### src/rtl/ddm_pkg.sv
// Shared types, constants and helper functions of the differential drive mixer.
`timescale 1ns / 1ps

package ddm_pkg;

  // Internal speed width: holds the largest speed limit of 1000 with its sign.
  localparam int SPD_W = 11;
  // Width at which sums are formed before saturation.
  localparam int SAT_W = 17;
  // Magnitude of a smoothing difference or a stored speed.
  localparam int OPM_W = 12;
  localparam int WGT_W = 9;
  localparam int PCT_W = 7;
  localparam int PROD_W = OPM_W + WGT_W;
  localparam int SMOOTH_SHIFT = 8;

  // Division by one hundred as a multiplication by a reciprocal.
  localparam int SCL_W = 17;
  localparam int RCP_W = 18;
  localparam int RCP_SHIFT = 24;
  localparam logic [RCP_W-1:0] RCP_100 = 18'd167773;

  // Arc turn speed is DIV_NUM / (ARC_BASE + |radius|).
  localparam int DIV_W = 14;
  localparam int DVR_W = 16;
  localparam int CNT_W = 4;
  localparam logic [DIV_W-1:0] DIV_NUM = 14'd10000;
  localparam logic [DVR_W:0] ARC_BASE = 17'd100;

  localparam logic [PCT_W-1:0] PCT_MAX = 7'd100;
  localparam logic [WGT_W-1:0] WGT_MAX = 9'd256;

  localparam int QDEPTH = 2;

  localparam int IN_DATA_W = 64;
  localparam int IN_USER_W = 3;
  localparam int OUT_DATA_W = 40;
  localparam int WHEEL_W = 8;

  // Request codes as they arrive on the input channel.
  localparam logic [IN_USER_W-1:0] REQ_DRIVE = 3'd0;
  localparam logic [IN_USER_W-1:0] REQ_SPIN = 3'd1;
  localparam logic [IN_USER_W-1:0] REQ_STOP = 3'd2;
  localparam logic [IN_USER_W-1:0] REQ_SCALE = 3'd3;
  localparam logic [IN_USER_W-1:0] REQ_SMOOTH = 3'd4;
  localparam logic [IN_USER_W-1:0] REQ_ARC = 3'd5;

  typedef enum logic [2:0] {
    OP_DRIVE,
    OP_SPIN,
    OP_STOP,
    OP_SCALE,
    OP_SMOOTH,
    OP_ARC,
    OP_HOLD
  } ddm_op_t;

  typedef struct packed {
    ddm_op_t                  op;
    logic signed [SPD_W-1:0]  tgt_straight;
    logic signed [SPD_W-1:0]  tgt_turn;
    logic [DVR_W-1:0]         arc_div;
    logic                     arc_neg;
    logic                     arc_zero;
    logic [WGT_W-1:0]         weight;
    logic [PCT_W-1:0]         percent;
  } ddm_cmd_t;

  // Last member sits in the lowest bits.
  typedef struct packed {
    logic [WHEEL_W-1:0] held_turn;
    logic [WHEEL_W-1:0] held_straight;
    logic               stopped;
    logic [WHEEL_W-1:0] right_wheel;
    logic [WHEEL_W-1:0] left_wheel;
  } ddm_res_t;

  function automatic logic signed [SPD_W-1:0] sat(input logic signed [SAT_W-1:0] v,
                                                   input logic signed [SAT_W-1:0] lim);
    logic signed [SAT_W-1:0] r;
    if (v > lim) begin
      r = lim;
    end else if (v < -lim) begin
      r = -lim;
    end else begin
      r = v;
    end
    return r[SPD_W-1:0];
  endfunction

  function automatic logic signed [SAT_W-1:0] ext(input logic signed [SPD_W-1:0] v);
    return $signed({{(SAT_W-SPD_W){v[SPD_W-1]}}, v});
  endfunction

  function automatic logic signed [SAT_W-1:0] sgn(input logic [SAT_W-2:0] mag,
                                                   input logic neg);
    logic signed [SAT_W-1:0] m;
    m = $signed({1'b0, mag});
    return neg ? -m : m;
  endfunction

endpackage

### src/rtl/ddm_front.sv
// Front end: accepts input transactions, clamps and classifies them for the queue.
`timescale 1ns / 1ps

module ddm_front #(
  parameter int SPEED_LIMIT = 100
) (
  input  logic                          in_tvalid,
  output logic                          in_tready,
  // straight_cmd, turn_cmd, arc_radius, smooth_weight, scale_percent
  input  logic [ddm_pkg::IN_DATA_W-1:0] in_tdata,
  // req_type
  input  logic [ddm_pkg::IN_USER_W-1:0] in_tuser,
  input  logic                          q_full,
  output logic                          q_push,
  output ddm_pkg::ddm_cmd_t             q_cmd
);

  localparam logic signed [ddm_pkg::SAT_W-1:0] LIM = ddm_pkg::SAT_W'(SPEED_LIMIT);

  logic signed [15:0]               s_cmd;
  logic signed [15:0]               t_cmd;
  logic signed [15:0]               rad;
  logic [ddm_pkg::WGT_W-1:0]        w_in;
  logic [ddm_pkg::PCT_W-1:0]        p_in;
  logic [ddm_pkg::DVR_W:0]          rad_mag;
  logic [ddm_pkg::DVR_W:0]          div_sum;

  assign s_cmd = in_tdata[15:0];
  assign t_cmd = in_tdata[31:16];
  assign rad   = in_tdata[47:32];
  assign w_in  = in_tdata[56:48];
  assign p_in  = in_tdata[63:57];

  assign in_tready = !q_full;
  assign q_push    = in_tvalid && !q_full;

  // A radius of -32768 has a magnitude that only fits with the extra bit.
  assign rad_mag = rad[15] ? (17'd0 - {1'b1, rad}) : {1'b0, rad};
  assign div_sum = ddm_pkg::ARC_BASE + rad_mag;

  always_comb begin
    q_cmd.tgt_straight = ddm_pkg::sat($signed({s_cmd[15], s_cmd}), LIM);
    q_cmd.tgt_turn     = ddm_pkg::sat($signed({t_cmd[15], t_cmd}), LIM);
    q_cmd.arc_div      = div_sum[ddm_pkg::DVR_W-1:0];
    q_cmd.arc_neg      = rad[15];
    q_cmd.arc_zero     = (rad == 16'sd0);
    q_cmd.weight       = (w_in > ddm_pkg::WGT_MAX) ? ddm_pkg::WGT_MAX : w_in;
    q_cmd.percent      = (p_in > ddm_pkg::PCT_MAX) ? ddm_pkg::PCT_MAX : p_in;
    unique case (in_tuser)
      ddm_pkg::REQ_DRIVE:  q_cmd.op = ddm_pkg::OP_DRIVE;
      ddm_pkg::REQ_SPIN:   q_cmd.op = ddm_pkg::OP_SPIN;
      ddm_pkg::REQ_STOP:   q_cmd.op = ddm_pkg::OP_STOP;
      ddm_pkg::REQ_SCALE:  q_cmd.op = ddm_pkg::OP_SCALE;
      ddm_pkg::REQ_SMOOTH: q_cmd.op = ddm_pkg::OP_SMOOTH;
      ddm_pkg::REQ_ARC:    q_cmd.op = ddm_pkg::OP_ARC;
      default:             q_cmd.op = ddm_pkg::OP_HOLD;
    endcase
  end

endmodule

### src/rtl/ddm_fifo.sv
// Short command queue between the front end and the execution sequencer.
`timescale 1ns / 1ps

module ddm_fifo (
  input  logic              clk,
  input  logic              rst_n,
  input  logic              push,
  input  ddm_pkg::ddm_cmd_t push_data,
  input  logic              pop,
  output ddm_pkg::ddm_cmd_t pop_data,
  output logic              full,
  output logic              empty
);

  localparam int PW = $clog2(ddm_pkg::QDEPTH);
  localparam int CW = $clog2(ddm_pkg::QDEPTH + 1);
  localparam logic [PW-1:0] LAST = PW'(ddm_pkg::QDEPTH - 1);
  localparam logic [CW-1:0] FULL_CNT = CW'(ddm_pkg::QDEPTH);

  ddm_pkg::ddm_cmd_t mem_r [ddm_pkg::QDEPTH];
  logic [PW-1:0] wr_ptr_r, wr_ptr_nxt;
  logic [PW-1:0] rd_ptr_r, rd_ptr_nxt;
  logic [CW-1:0] cnt_r, cnt_nxt;

  assign full     = (cnt_r == FULL_CNT);
  assign empty    = (cnt_r == '0);
  assign pop_data = mem_r[rd_ptr_r];

  always_comb begin
    wr_ptr_nxt = wr_ptr_r;
    rd_ptr_nxt = rd_ptr_r;
    cnt_nxt    = cnt_r;
    if (push) begin
      wr_ptr_nxt = (wr_ptr_r == LAST) ? '0 : wr_ptr_r + 1'b1;
    end
    if (pop) begin
      rd_ptr_nxt = (rd_ptr_r == LAST) ? '0 : rd_ptr_r + 1'b1;
    end
    if (push && !pop) begin
      cnt_nxt = cnt_r + 1'b1;
    end else if (pop && !push) begin
      cnt_nxt = cnt_r - 1'b1;
    end
  end

  always_ff @(posedge clk) begin
    if (!rst_n) begin
      wr_ptr_r <= '0;
      rd_ptr_r <= '0;
      cnt_r    <= '0;
    end else begin
      wr_ptr_r <= wr_ptr_nxt;
      rd_ptr_r <= rd_ptr_nxt;
      cnt_r    <= cnt_nxt;
    end
  end

  always_ff @(posedge clk) begin
    if (push) begin
      mem_r[wr_ptr_r] <= push_data;
    end
  end

  a_no_overflow: assert property (@(posedge clk) disable iff (!rst_n) push |-> !full)
    else $error("command pushed into a full queue");
  a_no_underflow: assert property (@(posedge clk) disable iff (!rst_n) pop |-> !empty)
    else $error("command popped from an empty queue");

endmodule

### src/rtl/ddm_back.sv
// Execution sequencer: updates the held speeds, mixes the wheels and registers the result.
`timescale 1ns / 1ps

module ddm_back #(
  parameter int SPEED_LIMIT = 100
) (
  input  logic                           clk,
  input  logic                           rst_n,
  input  logic                           q_empty,
  output logic                           q_pop,
  input  ddm_pkg::ddm_cmd_t              q_cmd,
  output logic                           out_tvalid,
  input  logic                           out_tready,
  output logic [ddm_pkg::OUT_DATA_W-1:0] out_tdata
);

  localparam logic signed [ddm_pkg::SAT_W-1:0] LIM = ddm_pkg::SAT_W'(SPEED_LIMIT);
  localparam int SPD_W = ddm_pkg::SPD_W;
  localparam int SAT_W = ddm_pkg::SAT_W;
  localparam int FULL_W = ddm_pkg::SCL_W + ddm_pkg::RCP_W;

  typedef enum logic [4:0] {
    ST_IDLE = 5'b00001,
    ST_MUL  = 5'b00010,
    ST_RCP  = 5'b00100,
    ST_DIV  = 5'b01000,
    ST_MIX  = 5'b10000
  } ddm_state_t;

  ddm_state_t state_r, state_nxt;
  ddm_pkg::ddm_cmd_t cmd_r, cmd_nxt;
  logic signed [SPD_W-1:0] straight_r, straight_nxt;
  logic signed [SPD_W-1:0] turn_r, turn_nxt;
  logic [ddm_pkg::PROD_W-1:0] prod_s_r, prod_s_nxt, prod_t_r, prod_t_nxt;
  logic neg_s_r, neg_s_nxt, neg_t_r, neg_t_nxt;
  logic [SPD_W-1:0] quo_s_r, quo_s_nxt, quo_t_r, quo_t_nxt;
  logic [ddm_pkg::DVR_W-1:0] rem_r, rem_nxt;
  logic [ddm_pkg::DIV_W-1:0] div_q_r, div_q_nxt;
  logic [ddm_pkg::CNT_W-1:0] cnt_r, cnt_nxt;
  logic out_valid_r, out_valid_nxt;
  ddm_pkg::ddm_res_t out_data_r, out_data_nxt;

  logic smooth;
  logic signed [SAT_W-1:0] op_s, op_t, mag_s, mag_t;
  logic [ddm_pkg::WGT_W-1:0] fac;
  logic [FULL_W-1:0] rcp_s, rcp_t;
  logic [ddm_pkg::DVR_W:0] trial;
  logic trial_ge;
  logic [ddm_pkg::PROD_W-1:0] step_s, step_t;
  logic signed [SAT_W-1:0] new_s, new_t;
  logic signed [SPD_W-1:0] ns, nt, left, right;
  logic load;

  assign smooth = (cmd_r.op == ddm_pkg::OP_SMOOTH);

  // Operands of the scale and smooth multiplications, split into magnitude and sign.
  always_comb begin
    op_s  = smooth ? ddm_pkg::ext(cmd_r.tgt_straight) - ddm_pkg::ext(straight_r)
                   : ddm_pkg::ext(straight_r);
    op_t  = smooth ? ddm_pkg::ext(cmd_r.tgt_turn) - ddm_pkg::ext(turn_r)
                   : ddm_pkg::ext(turn_r);
    mag_s = op_s[SAT_W-1] ? -op_s : op_s;
    mag_t = op_t[SAT_W-1] ? -op_t : op_t;
    fac   = smooth ? cmd_r.weight : ddm_pkg::WGT_W'(cmd_r.percent);
  end

  assign rcp_s = prod_s_r[ddm_pkg::SCL_W-1:0] * ddm_pkg::RCP_100;
  assign rcp_t = prod_t_r[ddm_pkg::SCL_W-1:0] * ddm_pkg::RCP_100;

  // One restoring step of the arc divider per cycle, most significant bit first.
  assign trial    = {rem_r, ddm_pkg::DIV_NUM[cnt_r]};
  assign trial_ge = (trial >= {1'b0, cmd_r.arc_div});

  assign step_s = prod_s_r >> ddm_pkg::SMOOTH_SHIFT;
  assign step_t = prod_t_r >> ddm_pkg::SMOOTH_SHIFT;

  always_comb begin
    unique case (cmd_r.op)
      ddm_pkg::OP_DRIVE: begin
        new_s = ddm_pkg::ext(cmd_r.tgt_straight);
        new_t = ddm_pkg::ext(cmd_r.tgt_turn);
      end
      ddm_pkg::OP_SPIN: begin
        new_s = '0;
        new_t = ddm_pkg::ext(cmd_r.tgt_turn);
      end
      ddm_pkg::OP_STOP: begin
        new_s = '0;
        new_t = '0;
      end
      ddm_pkg::OP_SCALE: begin
        new_s = ddm_pkg::sgn((SAT_W-1)'(quo_s_r), neg_s_r);
        new_t = ddm_pkg::sgn((SAT_W-1)'(quo_t_r), neg_t_r);
      end
      ddm_pkg::OP_SMOOTH: begin
        new_s = ddm_pkg::ext(straight_r) +
                ddm_pkg::sgn(step_s[SAT_W-2:0], neg_s_r);
        new_t = ddm_pkg::ext(turn_r) +
                ddm_pkg::sgn(step_t[SAT_W-2:0], neg_t_r);
      end
      ddm_pkg::OP_ARC: begin
        new_s = ddm_pkg::ext(cmd_r.tgt_straight);
        new_t = cmd_r.arc_zero ? '0
              : ddm_pkg::sgn((SAT_W-1)'(div_q_r), cmd_r.arc_neg);
      end
      default: begin
        new_s = ddm_pkg::ext(straight_r);
        new_t = ddm_pkg::ext(turn_r);
      end
    endcase
    ns = ddm_pkg::sat(new_s, LIM);
    nt = ddm_pkg::sat(new_t, LIM);
    if (cmd_r.op == ddm_pkg::OP_STOP) begin
      left  = '0;
      right = '0;
    end else if (cmd_r.op == ddm_pkg::OP_SPIN) begin
      left  = -nt;
      right = nt;
    end else begin
      left  = ddm_pkg::sat(ddm_pkg::ext(ns) - ddm_pkg::ext(nt), LIM);
      right = ddm_pkg::sat(ddm_pkg::ext(ns) + ddm_pkg::ext(nt), LIM);
    end
  end

  assign load  = (state_r == ST_MIX) && (!out_valid_r || out_tready);
  assign q_pop = (state_r == ST_IDLE) && !q_empty;

  always_comb begin
    state_nxt    = state_r;
    cmd_nxt      = cmd_r;
    straight_nxt = straight_r;
    turn_nxt     = turn_r;
    prod_s_nxt   = prod_s_r;
    prod_t_nxt   = prod_t_r;
    neg_s_nxt    = neg_s_r;
    neg_t_nxt    = neg_t_r;
    quo_s_nxt    = quo_s_r;
    quo_t_nxt    = quo_t_r;
    rem_nxt      = rem_r;
    div_q_nxt    = div_q_r;
    cnt_nxt      = cnt_r;
    out_data_nxt = out_data_r;
    out_valid_nxt = out_tready ? 1'b0 : out_valid_r;
    unique case (state_r)
      ST_IDLE: begin
        if (q_pop) begin
          cmd_nxt = q_cmd;
          rem_nxt = '0;
          cnt_nxt = ddm_pkg::CNT_W'(ddm_pkg::DIV_W - 1);
          if (q_cmd.op == ddm_pkg::OP_SCALE || q_cmd.op == ddm_pkg::OP_SMOOTH) begin
            state_nxt = ST_MUL;
          end else if (q_cmd.op == ddm_pkg::OP_ARC && !q_cmd.arc_zero) begin
            state_nxt = ST_DIV;
          end else begin
            state_nxt = ST_MIX;
          end
        end
      end
      ST_MUL: begin
        prod_s_nxt = mag_s[ddm_pkg::OPM_W-1:0] * fac;
        prod_t_nxt = mag_t[ddm_pkg::OPM_W-1:0] * fac;
        neg_s_nxt  = op_s[SAT_W-1];
        neg_t_nxt  = op_t[SAT_W-1];
        state_nxt  = smooth ? ST_MIX : ST_RCP;
      end
      ST_RCP: begin
        quo_s_nxt = rcp_s[ddm_pkg::RCP_SHIFT +: SPD_W];
        quo_t_nxt = rcp_t[ddm_pkg::RCP_SHIFT +: SPD_W];
        state_nxt = ST_MIX;
      end
      ST_DIV: begin
        rem_nxt   = trial_ge ? ddm_pkg::DVR_W'(trial - {1'b0, cmd_r.arc_div})
                             : trial[ddm_pkg::DVR_W-1:0];
        div_q_nxt = {div_q_r[ddm_pkg::DIV_W-2:0], trial_ge};
        if (cnt_r == '0) begin
          state_nxt = ST_MIX;
        end else begin
          cnt_nxt = cnt_r - 1'b1;
        end
      end
      ST_MIX: begin
        if (load) begin
          straight_nxt  = ns;
          turn_nxt      = nt;
          out_valid_nxt = 1'b1;
          out_data_nxt.left_wheel    = left[ddm_pkg::WHEEL_W-1:0];
          out_data_nxt.right_wheel   = right[ddm_pkg::WHEEL_W-1:0];
          out_data_nxt.stopped       = (cmd_r.op == ddm_pkg::OP_STOP);
          out_data_nxt.held_straight = ns[ddm_pkg::WHEEL_W-1:0];
          out_data_nxt.held_turn     = nt[ddm_pkg::WHEEL_W-1:0];
          state_nxt = ST_IDLE;
        end
      end
      default: begin
        state_nxt = ST_IDLE;
      end
    endcase
  end

  always_ff @(posedge clk) begin
    if (!rst_n) begin
      state_r     <= ST_IDLE;
      straight_r  <= '0;
      turn_r      <= '0;
      out_valid_r <= 1'b0;
    end else begin
      state_r     <= state_nxt;
      straight_r  <= straight_nxt;
      turn_r      <= turn_nxt;
      out_valid_r <= out_valid_nxt;
    end
  end

  always_ff @(posedge clk) begin
    cmd_r      <= cmd_nxt;
    prod_s_r   <= prod_s_nxt;
    prod_t_r   <= prod_t_nxt;
    neg_s_r    <= neg_s_nxt;
    neg_t_r    <= neg_t_nxt;
    quo_s_r    <= quo_s_nxt;
    quo_t_r    <= quo_t_nxt;
    rem_r      <= rem_nxt;
    div_q_r    <= div_q_nxt;
    cnt_r      <= cnt_nxt;
    out_data_r <= out_data_nxt;
  end

  assign out_tvalid = out_valid_r;
  assign out_tdata  = ddm_pkg::OUT_DATA_W'(out_data_r);

  a_straight_in_range: assert property (@(posedge clk) disable iff (!rst_n)
    (ddm_pkg::ext(straight_r) <= LIM) && (ddm_pkg::ext(straight_r) >= -LIM))
    else $error("held straight speed outside the limit");
  a_turn_in_range: assert property (@(posedge clk) disable iff (!rst_n)
    (ddm_pkg::ext(turn_r) <= LIM) && (ddm_pkg::ext(turn_r) >= -LIM))
    else $error("held turn speed outside the limit");
  a_rem_below_divisor: assert property (@(posedge clk) disable iff (!rst_n)
    (state_r == ST_DIV) |-> ({1'b0, rem_r} < {1'b0, cmd_r.arc_div}))
    else $error("arc divider remainder not below the divisor");

endmodule

### src/rtl/differential_drive_mixer_top.sv
// Top level of the differential drive mixer: front end, command queue and sequencer.
// Each command passes through the sequencer states in turn: drive, spin, stop and unused
// codes go straight to the mix, smooth multiplies first, scale multiplies and then
// applies the reciprocal, and an arc with a non-zero radius runs a 14-step restoring
// divider, one quotient bit per cycle. The sequencer takes one command at a time.
// Synchronous active-low reset clears the held speeds to zero and empties the queue.
`timescale 1ns / 1ps

module differential_drive_mixer_top #(
  parameter int SPEED_LIMIT = 100
) (
  input  logic                           clk,
  input  logic                           rst_n,
  input  logic                           in_tvalid,
  output logic                           in_tready,
  // straight_cmd[15:0], turn_cmd[31:16], arc_radius[47:32], smooth_weight[56:48],
  // scale_percent[63:57]
  input  logic [ddm_pkg::IN_DATA_W-1:0]  in_tdata,
  // req_type[2:0]
  input  logic [ddm_pkg::IN_USER_W-1:0]  in_tuser,
  output logic                           out_tvalid,
  input  logic                           out_tready,
  // left_wheel[7:0], right_wheel[15:8], motors_stopped[16], held_straight[24:17],
  // held_turn[32:25], zero padding above
  output logic [ddm_pkg::OUT_DATA_W-1:0] out_tdata
);

  logic              q_push;
  logic              q_pop;
  logic              q_full;
  logic              q_empty;
  ddm_pkg::ddm_cmd_t push_cmd;
  ddm_pkg::ddm_cmd_t pop_cmd;

  ddm_front #(
    .SPEED_LIMIT(SPEED_LIMIT)
  ) u_front (
    .in_tvalid(in_tvalid),
    .in_tready(in_tready),
    .in_tdata (in_tdata),
    .in_tuser (in_tuser),
    .q_full   (q_full),
    .q_push   (q_push),
    .q_cmd    (push_cmd)
  );

  ddm_fifo u_fifo (
    .clk      (clk),
    .rst_n    (rst_n),
    .push     (q_push),
    .push_data(push_cmd),
    .pop      (q_pop),
    .pop_data (pop_cmd),
    .full     (q_full),
    .empty    (q_empty)
  );

  ddm_back #(
    .SPEED_LIMIT(SPEED_LIMIT)
  ) u_back (
    .clk       (clk),
    .rst_n     (rst_n),
    .q_empty   (q_empty),
    .q_pop     (q_pop),
    .q_cmd     (pop_cmd),
    .out_tvalid(out_tvalid),
    .out_tready(out_tready),
    .out_tdata (out_tdata)
  );

endmodule

### config.mk
export PLATFORM = sky130hd
export DESIGN_NAME = differential_drive_mixer_top
export DESIGN_NICKNAME = d
export VERILOG_FILES = /design/src/rtl/ddm_pkg.sv /design/src/rtl/ddm_front.sv /design/src/rtl/ddm_fifo.sv /design/src/rtl/ddm_back.sv /design/src/rtl/differential_drive_mixer_top.sv
export SDC_FILE = /design/constraint.sdc
export NUM_CORES = 2
export LEC_CHECK = 0
export BUFFER_PORTS_ARGS = -buffer_cell sky130_fd_sc_hd__buf_2
export CAP_MARGIN = 40
export CORE_MARGIN = 3
export CORE_UTILIZATION = 34
export CTS_BUF_LIST = sky130_fd_sc_hd__clkbuf_4 sky130_fd_sc_hd__clkbuf_8
export DETAILED_ROUTE_END_ITERATION = 6
export PLACE_DENSITY = 0.55
export SETUP_SLACK_MARGIN = 0.02
export SLEW_MARGIN = 30
export SYNTH_ARGS = -nofsm -noshare
export SYNTH_HDL_FRONTEND = slang
export SYNTH_SLANG_ARGS = --single-unit
### constraint.sdc
create_clock -name clk -period 9.8 [get_ports clk]
set_input_delay 0.49 -clock clk [delete_from_list [all_inputs] [get_ports clk]]
set_output_delay 0.49 -clock clk [all_outputs]
set_load 0.01 [all_outputs]
==> impl_metrics.toml <==
[power_and_ir_drop]
p_sw_mw = 6.36
p_clk_frac = 0.108
power_mw = 13.1
p_comb_frac = 0.709
power_frac_seq = 0.183
power_density_nw_per_um2 = 317
internal_power_mw = 6.71
ir_drop_mv = 0.228
p_leak_nw = 18.4
power.share.switching = 0.487

[route]
drtIter0Drc = 1464
drt_first_pass_iters = 5
route.detailed.drc = 0
drt-vias-per-instance = 5.00
wl_per_cell_um = 18.0
routed_wirelength_um = 97400
ant_nets = 0
num_vias = 27000

[critical_path]
max_stage_delay_ns = 0.64
critPathCaptureType = "flop"
reg2reg_from = "u_back.turn_r[1]"
reg2reg_depth = 32
critPathMaxFanout = 9
crit_path_start_kind = "flop"
reg2reg_slack_ns = 1.16
cp_slowest_cell = "a2111oi_0"
reg2reg_to = "u_back.prod_t_r[20]"
critical_path.top_delay_family = "compound AO/OA/AOI/OAI gates"
crit_top_cell = "o21ai_0"
cp.required_ns = 10.24
cp_num_cells = 32
crit_type = "reg2reg"
path_buf_inv = 4
worstPathArrival_ns = 9.08

[sta]
drv_slew = 0
finalSetupViolCount = 0
worst-slew-pin-transition_ns = 0.888
setup_ws_ns = 1.16
relSlewSlack = 0.406
fmax_mhz = 116
final-hold-violation-count = 0
period_share = 0.881
clock_skew_ns = 0.0505
rsz0062_at_grt = "no"
fin_hold_ws_ns = 0.0724
period_minus_slack_ns = 8.64
fin_setup_tns_ns = 0

[die]
start_util = 0.344
fp.dieH_um = 338
rows = 121
ios = 113
die-area_um2 = 114000
die_x_um = 338
core_area_um2 = 109000

[yosys]
synthCells = 3761
ys_ff_latch = 344
yosys_warnings = 0
synth_area_um2 = 37500
ys_seq_area_frac = 0.266
ys_types = 98
netlist.area_leader.share = 0.248
synth.area.top_cells = "edfxtp_1, fa_1, ha_1"
syn_avg_cell_area_um2 = 9.98
synth_top_cell_by_area = "edfxtp_1"
synth_flop_cell = "edfxtp_1"
synth_edf_count = 310
synth-async-reset-ratio = 0

[finish]
drive_above_1_share = 0.0926
post-route-cell-area_um2 = 41200
mostFrequentLayoutCell = "inv_1"
finalNetCount = 4801
layoutNonFillerInstCount = 5405
fin_util = 0.377
syn_to_final_growth_pct = 9.72
final_cell_mix = "inv_1, ha_1, fa_1"
antenna_cells = 0

[cts]
root_buffer = "clkbuf_8"
postCtsResizedCells = 0
clk_latency_ns = 0.71
cts_tree = "built"
htree_levels = 2
clock_sinks = 344
cts_buffer_depth = 3
cts_made_buffers = 59
clk_pin_slew_ns = 0.06

[grt]
grt_max_degree = 49
grt.total_usage = 0.172
grt_pass1_vias = 27800
grt_antenna_before_repair = 1
grt_overflow = 0
grt_pass1_wl_um = 157000

[worst_hold_path]
hold_depth = 1
min_path_type = "in2reg"
hold_start = "in_tuser[1]"
min_to = "u_fifo.mem_r[1][57]"

[place]
io_buffers = 105
dp_slack_ns = 1.34
dpl-instance-area_um2 = 39800
dp_hpwl_um = 78100
dp.cells = 5286
gp_congestion = 0.891

[run]
max_cap_violations = 0

[status]
status = "complete, no violations"
-- worst max path at each step --
stage / slack (ns) / start / endpoint
final: 1.16 / u_back.turn_r[1] / u_back.prod_t_r[20]
after global routing: 0.35 / u_back.turn_r[1] / u_back.prod_t_r[20]
after CTS: 1.29 / u_back.turn_r[1] / u_back.prod_t_r[20]
after detailed placement: 1.34 / u_back.turn_r[1] / u_back.prod_t_r[20]
after global placement: 1.25 / u_back.turn_r[1] / u_back.prod_t_r[20]
after floorplan: 2.51 / u_back.turn_r[1] / u_back.prod_t_r[19]
-- flip-flops by register name, summed over array words and instances (netlist names), named ones only --
name / count
u_back.straight_r: 11
u_fifo.cnt_r: 2
u_back.neg_s_r: 1
u_back.prod_t_r: 21
u_fifo.mem_r: 118
u_back.rem_r: 16
u_fifo.rd_ptr_r: 1
u_fifo.wr_ptr_r: 1
u_back.cmd_r: 59
u_back.cnt_r: 4
u_back.prod_s_r: 21
u_back.turn_r: 11
u_back.neg_t_r: 1
u_back.out_tvalid: 1
u_back.div_q_r: 14
u_back.state_r: 5
u_back.out_tdata: 33
u_back.quo_t_r: 11
u_back.quo_s_r: 11
u_back.trial: 1
-- power by group through the flow --
stage	combinational (mW)	sequential (mW)	clock [mW]
6_report	9.26	2.39	1.41
2_1_floorplan	6.87	2.31	0
3_5_place_dp	9.24	2.42	0
5_1_grt	10.6	2.42	1.52
3_3_place_gp	9.13	2.42	0
4_1_cts	9.32	2.39	1.46
-- logic make-up (layout without fill, tap and decap cells) --
| group | count (synthesis) | count (layout) | share of synthesized area |
|---|---|---|---|
| AO/OA/AOI/OAI | 600 | 600 | 0.107 |
| flip-flops | 344 | 344 | 0.266 |
| XOR/XNOR | 191 | 191 | 0.0446 |
| buffers and inverters | 724 | 886 | 0.0742 |
| multiplexers | 85 | 85 | 0.0246 |
| other | 1 | 7 | 0.0000999 |
| adder cells (fa/ha/maj) | 849 | 849 | 0.357 |
| AND/OR/NAND/NOR | 967 | 967 | 0.127 |
-- metal layers --
metal  GRT usage  wire length, um  part of all wire
met5     0.00333               50           0.00051
met4      0.0337             1660             0.017
met3      0.0340             6160             0.063
met2       0.277            44900              0.46
met1       0.239            44700              0.46
-- area by class of cell --
class / count / area [um^2]
inverter: 623 / 2340
clock inverter: 36 / 323
fill: 11000 / 68000
tap: 1476 / 1850
sequential: 344 / 9990
clock buffer: 73 / 936
timing repair buffer: 154 / 921
multi-input combinational: 2699 / 24800
-- timing repair --
| item | CTS | global route |
|---|---|---|
| hold endpoints to repair | 8 | 0 |
| hold buffers | 4 | 0 |
| setup buffers | 0 | 0 |
-- Yosys cell counts, types with 17 or more instances --
master,number
o21bai_1,18
dfxtp_1,34
ha_1,482
fa_1,367
or3_1,28
a31oi_1,30
nor2b_1,35
a21oi_1,142
nand3_1,66
xor2_1,61
nor3_1,61
edfxtp_1,310
a211oi_1,19
or2_2,17
xnor2_1,130
a21o_1,35
nor4_1,17
clkbuf_1,73
a21boi_0,22
nand4_1,27
o21ai_0,106
and3_1,25
nand3b_1,17
nand2b_1,45
o21a_1,34
mux2i_1,28
inv_1,615
and2_1,59
nor2_1,241
mux2_2,57
nand2_1,281
o31ai_1,23
-- worst reg2reg max path, delay by kind of cell (launching register included) --
| family | cells | cell delay, ns |
|---|---|---|
| buffers and inverters | 4 | 0.50 |
| AOI/OAI and AO/OA | 15 | 3.53 |
| DFF | 1 | 0.40 |
| xor gates and xnor gates | 2 | 0.74 |
| and+or+nand+nor | 5 | 0.64 |
| adders and majority gates | 6 | 2.58 |
Power figures use the tool's default switching activity.
